**src/hw/rtl/rld_pkg.sv**
```systemverilog
// Shared types and constants for the run-length byte decoder.
// No dependencies; imported by every module of the block.
package rld_pkg;

  localparam int TOTAL_WIDTH_DEF = 16;
  localparam int OUT_TOTAL_W = 16;

  // Parsing modes of the compressed stream.
  localparam logic [1:0] MODE_HEADER  = 2'd0;
  localparam logic [1:0] MODE_RUN     = 2'd1;
  localparam logic [1:0] MODE_LITERAL = 2'd2;

  localparam logic [1:0] NBYTES_ONE = 2'd1;
  localparam logic [1:0] NBYTES_TWO = 2'd2;

  typedef struct packed {
    logic take_header;
    logic take_literal;
    logic start_run;
    logic emit_run;
  } rld_cmd_t;

  typedef struct packed {
    logic [1:0] mode;
    logic       out_free;
    logic       run_final;
  } rld_sts_t;

endpackage

```
**src/hw/rtl/rld_ctrl.sv**
```systemverilog
// Controller for the run-length byte decoder: input handshake and run sequencing.
// Depends on rld_pkg for the command and status structs and the mode codes.
module rld_ctrl
  import rld_pkg::*;
(
  input  logic     clk,
  input  logic     rst_n,
  input  logic     in_valid,
  output logic     in_stall,
  input  rld_sts_t sts,
  output rld_cmd_t cmd
);

  localparam logic ST_IDLE = 1'b0;
  localparam logic ST_RUN  = 1'b1;

  logic state_r;
  logic state_nxt;
  logic acc;

  assign in_stall = (state_r != ST_IDLE) || !sts.out_free;
  assign acc      = in_valid && !in_stall;

  always_comb begin
    cmd       = '0;
    state_nxt = state_r;
    unique case (state_r)
      ST_IDLE: begin
        if (acc) begin
          unique case (sts.mode)
            MODE_LITERAL: cmd.take_literal = 1'b1;
            MODE_RUN: begin
              cmd.start_run = 1'b1;
              state_nxt     = ST_RUN;
            end
            default: cmd.take_header = 1'b1;
          endcase
        end
      end
      ST_RUN: begin
        if (sts.out_free) begin
          cmd.emit_run = 1'b1;
          if (sts.run_final) begin
            state_nxt = ST_IDLE;
          end
        end
      end
      default: state_nxt = ST_IDLE;
    endcase
  end

  always_ff @(posedge clk) begin
    if (!rst_n) begin
      state_r <= ST_IDLE;
    end else begin
      state_r <= state_nxt;
    end
  end

endmodule

```
**src/hw/rtl/rld_dp.sv**
```systemverilog
// Datapath for the run-length byte decoder: stream state, byte counter, output register.
// Depends on rld_pkg; driven by commands from rld_ctrl.
module rld_dp
  import rld_pkg::*;
#(
  parameter int TOTAL_WIDTH = TOTAL_WIDTH_DEF
) (
  input  logic        clk,
  input  logic        rst_n,
  input  logic [7:0]  in_compressed_byte,
  input  logic        in_end_of_block,
  input  rld_cmd_t    cmd,
  output rld_sts_t    sts,
  output logic        out_valid,
  input  logic        out_stall,
  output logic [7:0]  out_first_byte,
  output logic [7:0]  out_second_byte,
  output logic [1:0]  out_valid_bytes,
  output logic        out_run_last,
  output logic [15:0] out_total_out
);

  localparam int SW = (TOTAL_WIDTH > OUT_TOTAL_W) ? TOTAL_WIDTH : OUT_TOTAL_W;

  logic [1:0]             mode_r, mode_nxt;
  logic [7:0]             count_r, count_nxt;
  logic [TOTAL_WIDTH-1:0] total_r, total_nxt;
  logic [7:0]             run_byte_r, run_byte_nxt;
  logic [7:0]             run_left_r, run_left_nxt;
  logic                   run_eob_r, run_eob_nxt;

  logic        out_valid_r, out_valid_nxt;
  logic [7:0]  first_r, first_nxt;
  logic [7:0]  second_r, second_nxt;
  logic [1:0]  nbytes_r, nbytes_nxt;
  logic        last_r, last_nxt;
  logic [15:0] shown_r, shown_nxt;

  logic                   run_two;
  logic [1:0]             add_n;
  logic [TOTAL_WIDTH:0]   sum;
  logic [TOTAL_WIDTH-1:0] total_sat;
  logic [SW-1:0]          total_ext;
  logic [15:0]            total_shown;
  logic                   load;

  assign run_two = (run_left_r >= 8'd2);
  assign add_n   = cmd.emit_run ? (run_two ? NBYTES_TWO : NBYTES_ONE) : NBYTES_ONE;

  // Saturating add: the counter's maximum is all ones, so a carry out means overflow.
  assign sum       = {1'b0, total_r} + (TOTAL_WIDTH + 1)'(add_n);
  assign total_sat = sum[TOTAL_WIDTH] ? '1 : sum[TOTAL_WIDTH-1:0];
  assign total_ext = SW'(total_sat);
  assign total_shown = (total_ext > SW'(16'hFFFF)) ? 16'hFFFF : total_ext[15:0];

  assign load = cmd.take_literal || cmd.emit_run;

  assign sts.mode      = mode_r;
  assign sts.out_free  = !out_valid_r || !out_stall;
  assign sts.run_final = (run_left_r <= 8'd2);

  always_comb begin
    mode_nxt      = mode_r;
    count_nxt     = count_r;
    total_nxt     = total_r;
    run_byte_nxt  = run_byte_r;
    run_left_nxt  = run_left_r;
    run_eob_nxt   = run_eob_r;
    out_valid_nxt = out_valid_r && out_stall;
    first_nxt     = first_r;
    second_nxt    = second_r;
    nbytes_nxt    = nbytes_r;
    last_nxt      = last_r;
    shown_nxt     = shown_r;

    if (cmd.take_header) begin
      count_nxt = {1'b0, in_compressed_byte[6:0]} + 8'd1;
      mode_nxt  = in_compressed_byte[7] ? MODE_RUN : MODE_LITERAL;
    end

    if (cmd.take_literal) begin
      first_nxt  = in_compressed_byte;
      second_nxt = 8'd0;
      nbytes_nxt = NBYTES_ONE;
      last_nxt   = 1'b1;
      shown_nxt  = total_shown;
      total_nxt  = total_sat;
      count_nxt  = count_r - 8'd1;
      if (count_r == 8'd1) begin
        mode_nxt = MODE_HEADER;
      end
    end

    // The run is copied out of the mode registers, which return to header parsing now.
    if (cmd.start_run) begin
      run_byte_nxt = in_compressed_byte;
      run_left_nxt = count_r;
      run_eob_nxt  = in_end_of_block;
      mode_nxt     = MODE_HEADER;
      count_nxt    = 8'd0;
    end

    if (cmd.emit_run) begin
      first_nxt    = run_byte_r;
      second_nxt   = run_two ? run_byte_r : 8'd0;
      nbytes_nxt   = add_n;
      last_nxt     = sts.run_final;
      shown_nxt    = total_shown;
      total_nxt    = total_sat;
      run_left_nxt = run_left_r - 8'(add_n);
      if (sts.run_final && run_eob_r) begin
        total_nxt = '0;
      end
    end

    // End of block clears the stream state once this byte has been handled.
    if ((cmd.take_header || cmd.take_literal) && in_end_of_block) begin
      mode_nxt  = MODE_HEADER;
      count_nxt = 8'd0;
      total_nxt = '0;
    end

    if (load) begin
      out_valid_nxt = 1'b1;
    end
  end

  always_ff @(posedge clk) begin
    if (!rst_n) begin
      mode_r      <= MODE_HEADER;
      count_r     <= 8'd0;
      total_r     <= '0;
      run_left_r  <= 8'd0;
      run_eob_r   <= 1'b0;
      out_valid_r <= 1'b0;
    end else begin
      mode_r      <= mode_nxt;
      count_r     <= count_nxt;
      total_r     <= total_nxt;
      run_left_r  <= run_left_nxt;
      run_eob_r   <= run_eob_nxt;
      out_valid_r <= out_valid_nxt;
    end
  end

  always_ff @(posedge clk) begin
    run_byte_r <= run_byte_nxt;
    first_r    <= first_nxt;
    second_r   <= second_nxt;
    nbytes_r   <= nbytes_nxt;
    last_r     <= last_nxt;
    shown_r    <= shown_nxt;
  end

  assign out_valid       = out_valid_r;
  assign out_first_byte  = first_r;
  assign out_second_byte = second_r;
  assign out_valid_bytes = nbytes_r;
  assign out_run_last    = last_r;
  assign out_total_out   = shown_r;

  a_emit_has_bytes: assert property (@(posedge clk) disable iff (!rst_n)
    cmd.emit_run |-> run_left_r != 8'd0)
    else $error("run emission with no bytes left");

  a_run_count_set: assert property (@(posedge clk) disable iff (!rst_n)
    cmd.start_run |-> (count_r != 8'd0 && count_r <= 8'd128))
    else $error("run started with an out-of-range copy count");

  a_one_byte_clean: assert property (@(posedge clk) disable iff (!rst_n)
    (out_valid_r && nbytes_r == NBYTES_ONE) |-> second_r == 8'd0)
    else $error("second byte not cleared on a one-byte result");

  a_count_grows: assert property (@(posedge clk) disable iff (!rst_n)
    (load && !in_end_of_block && !(cmd.emit_run && sts.run_final && run_eob_r))
      |=> (total_r != '0 && shown_r != 16'd0))
    else $error("byte counter zero after producing a result");

endmodule

```
**src/hw/rtl/run_length_byte_decoder.sv**
```systemverilog
// Top level of the run-length byte decoder (header-coded byte stream expansion).
// Depends on rld_pkg, rld_ctrl and rld_dp.
//
//   Channel   Direction  Handshake            Payload
//   in_       input      in_valid / in_stall  compressed_byte, end_of_block
//   out_      output     out_valid/out_stall  first_byte, second_byte, valid_bytes,
//                                             run_last, total_out
//
// A header or literal byte is handled as it is taken; a literal's result sits in the output
// register while the next byte is taken, as long as the consumer keeps up.
// A run value is latched first, then expanded into two-byte results (one byte for an odd
// remainder), paced by the single output register; input stalls throughout.
// Reset (rst_n low, synchronous) returns to header parsing with the byte count at zero.
// A stall on the result channel holds the output register and stalls the input.
module run_length_byte_decoder
  import rld_pkg::*;
#(
  parameter int TOTAL_WIDTH = TOTAL_WIDTH_DEF
) (
  input  logic        clk,
  input  logic        rst_n,
  input  logic        in_valid,
  output logic        in_stall,
  input  logic [7:0]  in_compressed_byte,
  input  logic        in_end_of_block,
  output logic        out_valid,
  input  logic        out_stall,
  output logic [7:0]  out_first_byte,
  output logic [7:0]  out_second_byte,
  output logic [1:0]  out_valid_bytes,
  output logic        out_run_last,
  output logic [15:0] out_total_out
);

  rld_cmd_t cmd;
  rld_sts_t sts;

  rld_ctrl u_ctrl (
    .clk      (clk),
    .rst_n    (rst_n),
    .in_valid (in_valid),
    .in_stall (in_stall),
    .sts      (sts),
    .cmd      (cmd)
  );

  rld_dp #(
    .TOTAL_WIDTH (TOTAL_WIDTH)
  ) u_dp (
    .clk                (clk),
    .rst_n              (rst_n),
    .in_compressed_byte (in_compressed_byte),
    .in_end_of_block    (in_end_of_block),
    .cmd                (cmd),
    .sts                (sts),
    .out_valid          (out_valid),
    .out_stall          (out_stall),
    .out_first_byte     (out_first_byte),
    .out_second_byte    (out_second_byte),
    .out_valid_bytes    (out_valid_bytes),
    .out_run_last       (out_run_last),
    .out_total_out      (out_total_out)
  );

endmodule

```
**config.mk**
```make
export PLATFORM = sky130hd
export DESIGN_NAME = run_length_byte_decoder
export DESIGN_NICKNAME = d
export VERILOG_FILES = /design/src/hw/rtl/rld_pkg.sv /design/src/hw/rtl/rld_ctrl.sv /design/src/hw/rtl/rld_dp.sv /design/src/hw/rtl/run_length_byte_decoder.sv
export SDC_FILE = /design/constraint.sdc
export NUM_CORES = 1
export LEC_CHECK = 0
export CORE_MARGIN = 4
export CORE_UTILIZATION = 40
export CTS_CLUSTER_DIAMETER = 80
export DETAILED_ROUTE_END_ITERATION = 10
export DONT_BUFFER_PORTS = 1
export GPL_TIMING_DRIVEN = 0
export SLEW_MARGIN = 20
export SYNTH_ARGS = -nofsm -noshare
export SYNTH_HDL_FRONTEND = slang
export SYNTH_SLANG_ARGS = --single-unit
```
**constraint.sdc**
```tcl
create_clock -name clk -period 3.55 [get_ports clk]
set_input_delay 0.355 -clock clk [delete_from_list [all_inputs] [get_ports clk]]
set_output_delay 0.355 -clock clk [all_outputs]
set_load 0.02 [all_outputs]
```
==> results of run 1 <==
-- cells by family (layout without fill, tap and decap cells) --
family                   count (synthesis)  in the layout  share of synthesized area
AND/OR/NAND/NOR                        144            144                      0.190
AO/OA/AOI/OAI                           98             98                      0.161
flip-flops                              80             80                      0.516
buffers and inverters                   33             51                     0.0346
XOR/XNOR                                14             14                     0.0311
adder cells (fa/ha/maj)                 11             11                     0.0388
multiplexers                            10             10                     0.0283
-- cells in the mapped netlist, types with 3 or more instances --
cell type	count
edfxtp_1	43
nor3b_1	3
and4_1	5
nor2b_1	4
a211oi_1	7
and3_1	7
a21boi_0	6
and2_1	11
nand4_1	5
xor2_1	4
inv_1	18
a31oi_1	6
a22o_1	3
o21a_1	4
nor2_1	22
mux2_2	9
ha_1	9
dfxtp_1	37
nand2_1	41
nand3_1	15
clkbuf_1	11
nor4b_1	3
nor3_1	13
o21ai_0	21
a21oi_1	30
xnor2_1	10
nand2b_1	5
-- metal layers --
| layer | global-route usage | part of all wire |
|---|---|---|
| met1 | 0.194 | 0.47 |
| met3 | 0.0367 | 0.040 |
| met5 | 0 | 0 |
| met2 | 0.260 | 0.48 |
| met4 | 0.0603 | 0.018 |
-- power by group through the flow --
stage	Combinational, mW	Clock (mW)	Sequential (mW)
floorplan	0.175	0	1.08
global placement	0.221	0	1.10
detailed placement	0.231	0	1.09
CTS	0.233	0.686	1.07
global route	0.259	0.727	1.08
finish	0.232	0.663	1.07
-- metrics by stage --
stage | total power, mW | std cells | hold WS (ns)
5_1_grt | 2.06 | 537 | 0.0626
4_1_cts | 1.99 | 536 | 0.0756
6_report | 1.97 | 537 | 0.0914
2_1_floorplan | 1.26 | 390 | 0.436
3_3_place_gp | 1.32 | 519 | 0.447
3_5_place_dp | 1.33 | 520 | 0.454
-- timing repair --
action,in CTS,in global routing
hold buffers,0,0
resized for setup,4,7
setup endpoints to repair,29,23
buffers inserted,0,1
cloned,0,0
pin swaps,0,1
-- flip-flops by register name, summed over array words and instances, names as in the netlist, 2 cells and up --
name / count
u_dp.out_total_out: 16
u_dp.total_r: 16
u_dp.count_r: 8
u_dp.out_first_byte: 8
u_dp.out_second_byte: 8
u_dp.run_byte_r: 8
u_dp.run_left_r: 8
u_dp.mode_r: 2
u_dp.out_valid_bytes: 2
-- final timing paths --
path                                        start  slack [ns]  depth (start not counted)                            end
setup / recovery  u_dp.run_left_r[4]$_SDFFE_PN0P_        0.16                         13  u_dp.total_r[12]$_SDFFE_PP0P_
setup reg to reg  u_dp.run_left_r[4]$_SDFFE_PN0P_        0.16                         13  u_dp.total_r[12]$_SDFFE_PP0P_
hold reg to reg      u_dp.total_r[0]$_SDFFE_PP0P_        0.47                          2   u_dp.total_r[0]$_SDFFE_PP0P_
hold / removal              in_compressed_byte[0]        0.09                          0   u_dp.run_byte_r[0]$_DFFE_PP_
-- layout make-up --
| cell class | instances | area [um2] | share of cell area |
|---|---|---|---|
| Tap cell | 129 | 161 | 0.0370 |
| Clock inverter | 7 | 70.1 | 0.0161 |
| Sequential cell | 80 | 2030 | 0.466 |
| Multi-Input combinational cell | 277 | 1800 | 0.414 |
| Timing Repair Buffer | 2 | 27.5 | 0.00632 |
| Buffer | 15 | 72.6 | 0.0167 |
| Inverter | 18 | 67.6 | 0.0155 |
| Clock buffer | 9 | 124 | 0.0284 |
==> results.ini, run 1 <==
[timing]
drv_slew=0
fmax_ghz=0.295
rsz0062_at_grt=false
setup_tns_ns=0
relSlewSlack=0.420
fin_ws_ns=0.156
finalHoldViolCount=0
finalSetupViolations=0
period_minus_slack_ns=3.39
worst_pin_slew_ns=0.870
clock_skew_ns=0.0163
min_period_over_period=0.956

[grt]
grt_start_max_net_pins=32
grtUsageTotal=0.155
grt_pass1_wl_um=14100
grt_antenna_before_repair=0
grt_overflow=0
grt_pass1_vias=2797

[clocking]
clock_latency_ns=0.35
cts_inserted_buffers=9
clock_sinks=80
path_clk_slew_ns=0.09
cts_htree_levels=3
cts_tree=done
clock_path_buffers=2
cts_root_buf=clkbuf_8

[pwr]
p_int_mw=1.43
peakVddDrop_mv=0.190
combPwrFrac=0.118
p_switching_uw=539
power_frac_clock=0.337
power.leakage_nw=1.58
swShare=0.274
sequentialPowerShare=0.545
powerDensity_nw_per_um2=452

[cells_and_area]
final_area_um2=4360
utilization=0.463
syn_to_final_growth_pct=10.6
num-nets-final=427
fillers=868
final_common_cell=edfxtp_1
final_cell_mix=edfxtp_1, nand2_1, dfxtp_1
n_antenna_cell=0
drive_gt1_frac=0.115

[route]
antenna_left=0
wirelength_um=8520
dr.first_iter.drc_count=143
drt_pre_antenna_iters=4
drc_errors=0
num_vias=2925
wl_per_cell_um=15.9
via_per_inst=5.45

[critical_path]
path_buf_inv=3
worstPathCellList=or3_4 -> or2_2 -> o21a_1 -> clkbuf_2 -> inv_1 -> ha_1 -> fa_2 -> nand4_1 -> buf_4 -> nor2_4 -> nand3_1 -> mux2_2 -> a32o_1
worstPathRequired_ns=3.78
worstPathArrival_ns=3.63
crit_path_end_kind=flip-flop
cp_slowest_stage_delay_ns=0.41
cp_slowest_cell=or3_4
cp-start-kind=flip-flop
path_class=reg -> reg
crit_fanout=12
cp_top_family=simple AND/OR/NAND/NOR gates

[place]
io_buffers=0
finalWeightedCongestion=0.837
dpl_cell_area_um2=4120
dpl.hpwl_um=6200
pre_cts_slack_ns=-0.578

[yosys]
synth_nets=414
synthTopCellsByArea=edfxtp_1, dfxtp_1, nand2_1
avgSynthCellArea_um2=10.1
ys_seq_area_frac=0.516
synth_edf_count=43
ys_warn_count=0
syn-cell-area_um2=3940
synth_top_area_cell=edfxtp_1
async_reset_ff_frac=0
syn-instance-count=390
yosysUniqueCellTypes=59
synth_top_area_frac=0.328
ys_seq_elements=80
synth_ff_type=edfxtp_1

[job]
drv_cap=0

[floorplanning]
num_io_pins=50
die_area_um2=11500
core_um2=9420
initial_core_util=0.418
die_h_um=107
rows=35
die-width_um=107

[status]
status=finished clean

[min_path]
worst_hold_path_type=in -> reg

(Power assumes the default switching activity.)
==> run 2, diff against run 1 <==
--- a/config.mk
+++ b/config.mk
@@ -5,12 +5,15 @@
 export SDC_FILE = /design/constraint.sdc
 export NUM_CORES = 1
 export LEC_CHECK = 0
+export CELL_PAD_IN_SITES_DETAIL_PLACEMENT = 1
+export CELL_PAD_IN_SITES_GLOBAL_PLACEMENT = 2
 export CORE_MARGIN = 4
-export CORE_UTILIZATION = 40
+export CORE_UTILIZATION = 36
 export CTS_CLUSTER_DIAMETER = 80
 export DETAILED_ROUTE_END_ITERATION = 10
 export DONT_BUFFER_PORTS = 1
 export GPL_TIMING_DRIVEN = 0
+export PLACE_DENSITY_LB_ADDON = 0.1
 export SLEW_MARGIN = 20
 export SYNTH_ARGS = -nofsm -noshare
 export SYNTH_HDL_FRONTEND = slang
==> constraint.sdc (replaced) <==
create_clock -name clk -period 2.85 [get_ports clk]
set_input_delay 0.285 -clock clk [delete_from_list [all_inputs] [get_ports clk]]
set_output_delay 0.285 -clock clk [all_outputs]
set_load 0.02 [all_outputs]
==> run 2 against run 1 <==
Hold slack lost 0.034 ns. Combinational power grew 46%. Final cell count grew 6.7%. Routed wire length grew 26%.
==> results.ini, run 2 (synthesized netlist as in run 1, its figures left out) <==
[pwr]
powerDensity_nw_per_um2=546
power.leakage_nw=1.77
peakVddDrop_mv=0.214

[critical_path]
regToRegStartpoint=u_dp.run_left_r[2]$_SDFFE_PN0P_
reg2reg_slack_ns=0.05
path_class=reg -> reg
cp_slowest_cell=or3_4
ff2ff_path_depth=11
cp_slowest_stage_delay_ns=0.38
worstPathArrival_ns=3.05
worstPathCellList=or3_4 -> or2_4 -> o21a_4 -> inv_4 -> ha_4 -> fa_2 -> nand4_1 -> nor2_4 -> nand3_2 -> mux2_4 -> a32o_1
crit_path_end_kind=flip-flop
worstPathRequired_ns=3.10
reg2reg_to=u_dp.total_r[12]$_SDFFE_PP0P_
crit_fanout=6
cp-start-kind=flip-flop

[floorplanning]
die_h_um=113
initial_core_util=0.375
rows=37
die_area_um2=12700
num_io_pins=50
die-width_um=113
core_um2=10500

[clocking]
clock_latency_ns=0.36
cts_root_buf=clkbuf_8
cts_tree=done
cts_inserted_buffers=9
path_clk_slew_ns=0.08
clock_path_buffers=2
cts_htree_levels=3
clock_sinks=80

[timing]
drv_slew=0
clock_skew_ns=0.00585
min_period_over_period=0.982
rsz0062_at_grt=true
finalSetupViolations=0
finalHoldViolCount=0
period_minus_slack_ns=2.80
setup_tns_ns=0
fmax_ghz=0.357
worst_pin_slew_ns=0.785
relSlewSlack=0.473

[route]
via_per_inst=5.41
wl_per_cell_um=18.7
antenna_left=0
drc_errors=0
dr.first_iter.drc_count=112
wirelength_um=10700
num_vias=3102
drt_pre_antenna_iters=4

[cells_and_area]
final_common_cell=edfxtp_1
layoutNonFillerInstCount=573
syn_to_final_growth_pct=20.6
num-nets-final=456
final_cell_mix=edfxtp_1, nand2_1, dfxtp_1
fillers=1175
drive_gt1_frac=0.208
n_antenna_cell=0
utilization=0.452

[grt]
grt_pass1_wl_um=17100
grt_overflow=0
grtUsageTotal=0.170
grt_antenna_before_repair=0
grt_start_max_net_pins=24
grt_pass1_vias=3172

[place]
dpl.hpwl_um=7450
placed_cells=527
finalWeightedCongestion=0.796
io_buffers=0

[job]
drv_cap=0

[min_path]
hold_depth=1
whs_endpoint=u_dp.run_left_r[2]$_SDFFE_PN0P_
hp-start=rst_n
worst_hold_path_type=in -> reg

[status]
status=finished clean

==> run 2: changes by cell type in the layout (fill, tap and decap cells not counted), sizes merged <==
| cell | delta |
|---|---|
| inv | -1 |
| nand2 | +1 |
| clkinvlp | -2 |
| clkinv | +2 |
| bufinv | +1 |
| dlygate4sd3 | +8 |
| buf | +21 |
| clkbuf | -1 |
==> run 2: power breakdown <==
group / internal, mW / switching, mW / leakage [nW]
clock: 0.486 / 0.430 / 0.106
sequential: 1.27 / 0.0704 / 0.718
combinational: 0.137 / 0.201 / 0.949
total: 1.89 / 0.701 / 1.77
==> run 2: final cells by class <==
type                    count  area (um2)  share of cell area
well taps                 136         170              0.0358
inverters                  18        70.1              0.0148
clock buffers               9         124              0.0261
flip-flops and latches     80        2040               0.430
multi-input cells         278        1910               0.402
clock inverters             7        86.3              0.0182
repair buffers             31         277              0.0582
plain buffers              14        71.3              0.0150
==> run 2: how the worst max path moves through the flow <==
stage / start / end
floorplan: u_dp.run_left_r[4]$_SDFFE_PN0P_ / u_dp.total_r[15]$_SDFFE_PP0P_
global placement: u_dp.out_valid$_SDFF_PN0_ / u_dp.out_total_out[13]$_DFFE_PP_
detailed placement: u_dp.out_valid$_SDFF_PN0_ / u_dp.out_total_out[13]$_DFFE_PP_
CTS: u_dp.run_left_r[2]$_SDFFE_PN0P_ / u_dp.total_r[12]$_SDFFE_PP0P_
global route: u_dp.run_left_r[2]$_SDFFE_PN0P_ / u_dp.total_r[6]$_SDFFE_PP0P_
finish: u_dp.run_left_r[2]$_SDFFE_PN0P_ / u_dp.total_r[12]$_SDFFE_PP0P_
==> run 2: critical path: cells and delay by family (launching register included) <==
| kind | cells | cell delay [ns] |
|---|---|---|
| buf+inv | 1 | 0.07 |
| fa+ha+maj | 2 | 0.32 |
| flops | 1 | 0.33 |
| mux | 1 | 0.32 |
| compound gates | 2 | 0.46 |
| simple gates | 5 | 1.20 |
==> run 2: routing by layer <==
layer | share of wire | wire length (um) | up-vias | track usage
met3 | 0.022 | 234 | 10 | 0.0410
met1 | 0.45 | 4860 | 1544 | 0.210
met2 | 0.51 | 5480 | 35 | 0.295
met5 | 0 | 0 | - | 0
li1 | - | - | 1513 | -
met4 | 0.013 | 138 | 0 | 0.0433
==> run 2: metrics by stage <==
step | area (um2) | hold slack [ns] | setup slack [ns] | power (mW)
global placement | 4140 | 0.384 | -0.679 | 1.67
global route | 4750 | 0.0352 | -0.102 | 2.73
CTS | 4580 | 0.00123 | 0.00260 | 2.61
floorplan | 3970 | 0.384 | 0.0277 | 1.57
finish | 4750 | 0.0577 | 0.0510 | 2.59
detailed placement | 4170 | 0.384 | -0.713 | 1.68
==> run 2: timing repair <==
item,CTS,global route
setup buffers,11,11
gates resized for setup,15,22
hold endpoints to repair,7,1
hold buffers,7,1
cloned,0,1
setup endpoints to repair,32,28
pin swaps,7,10
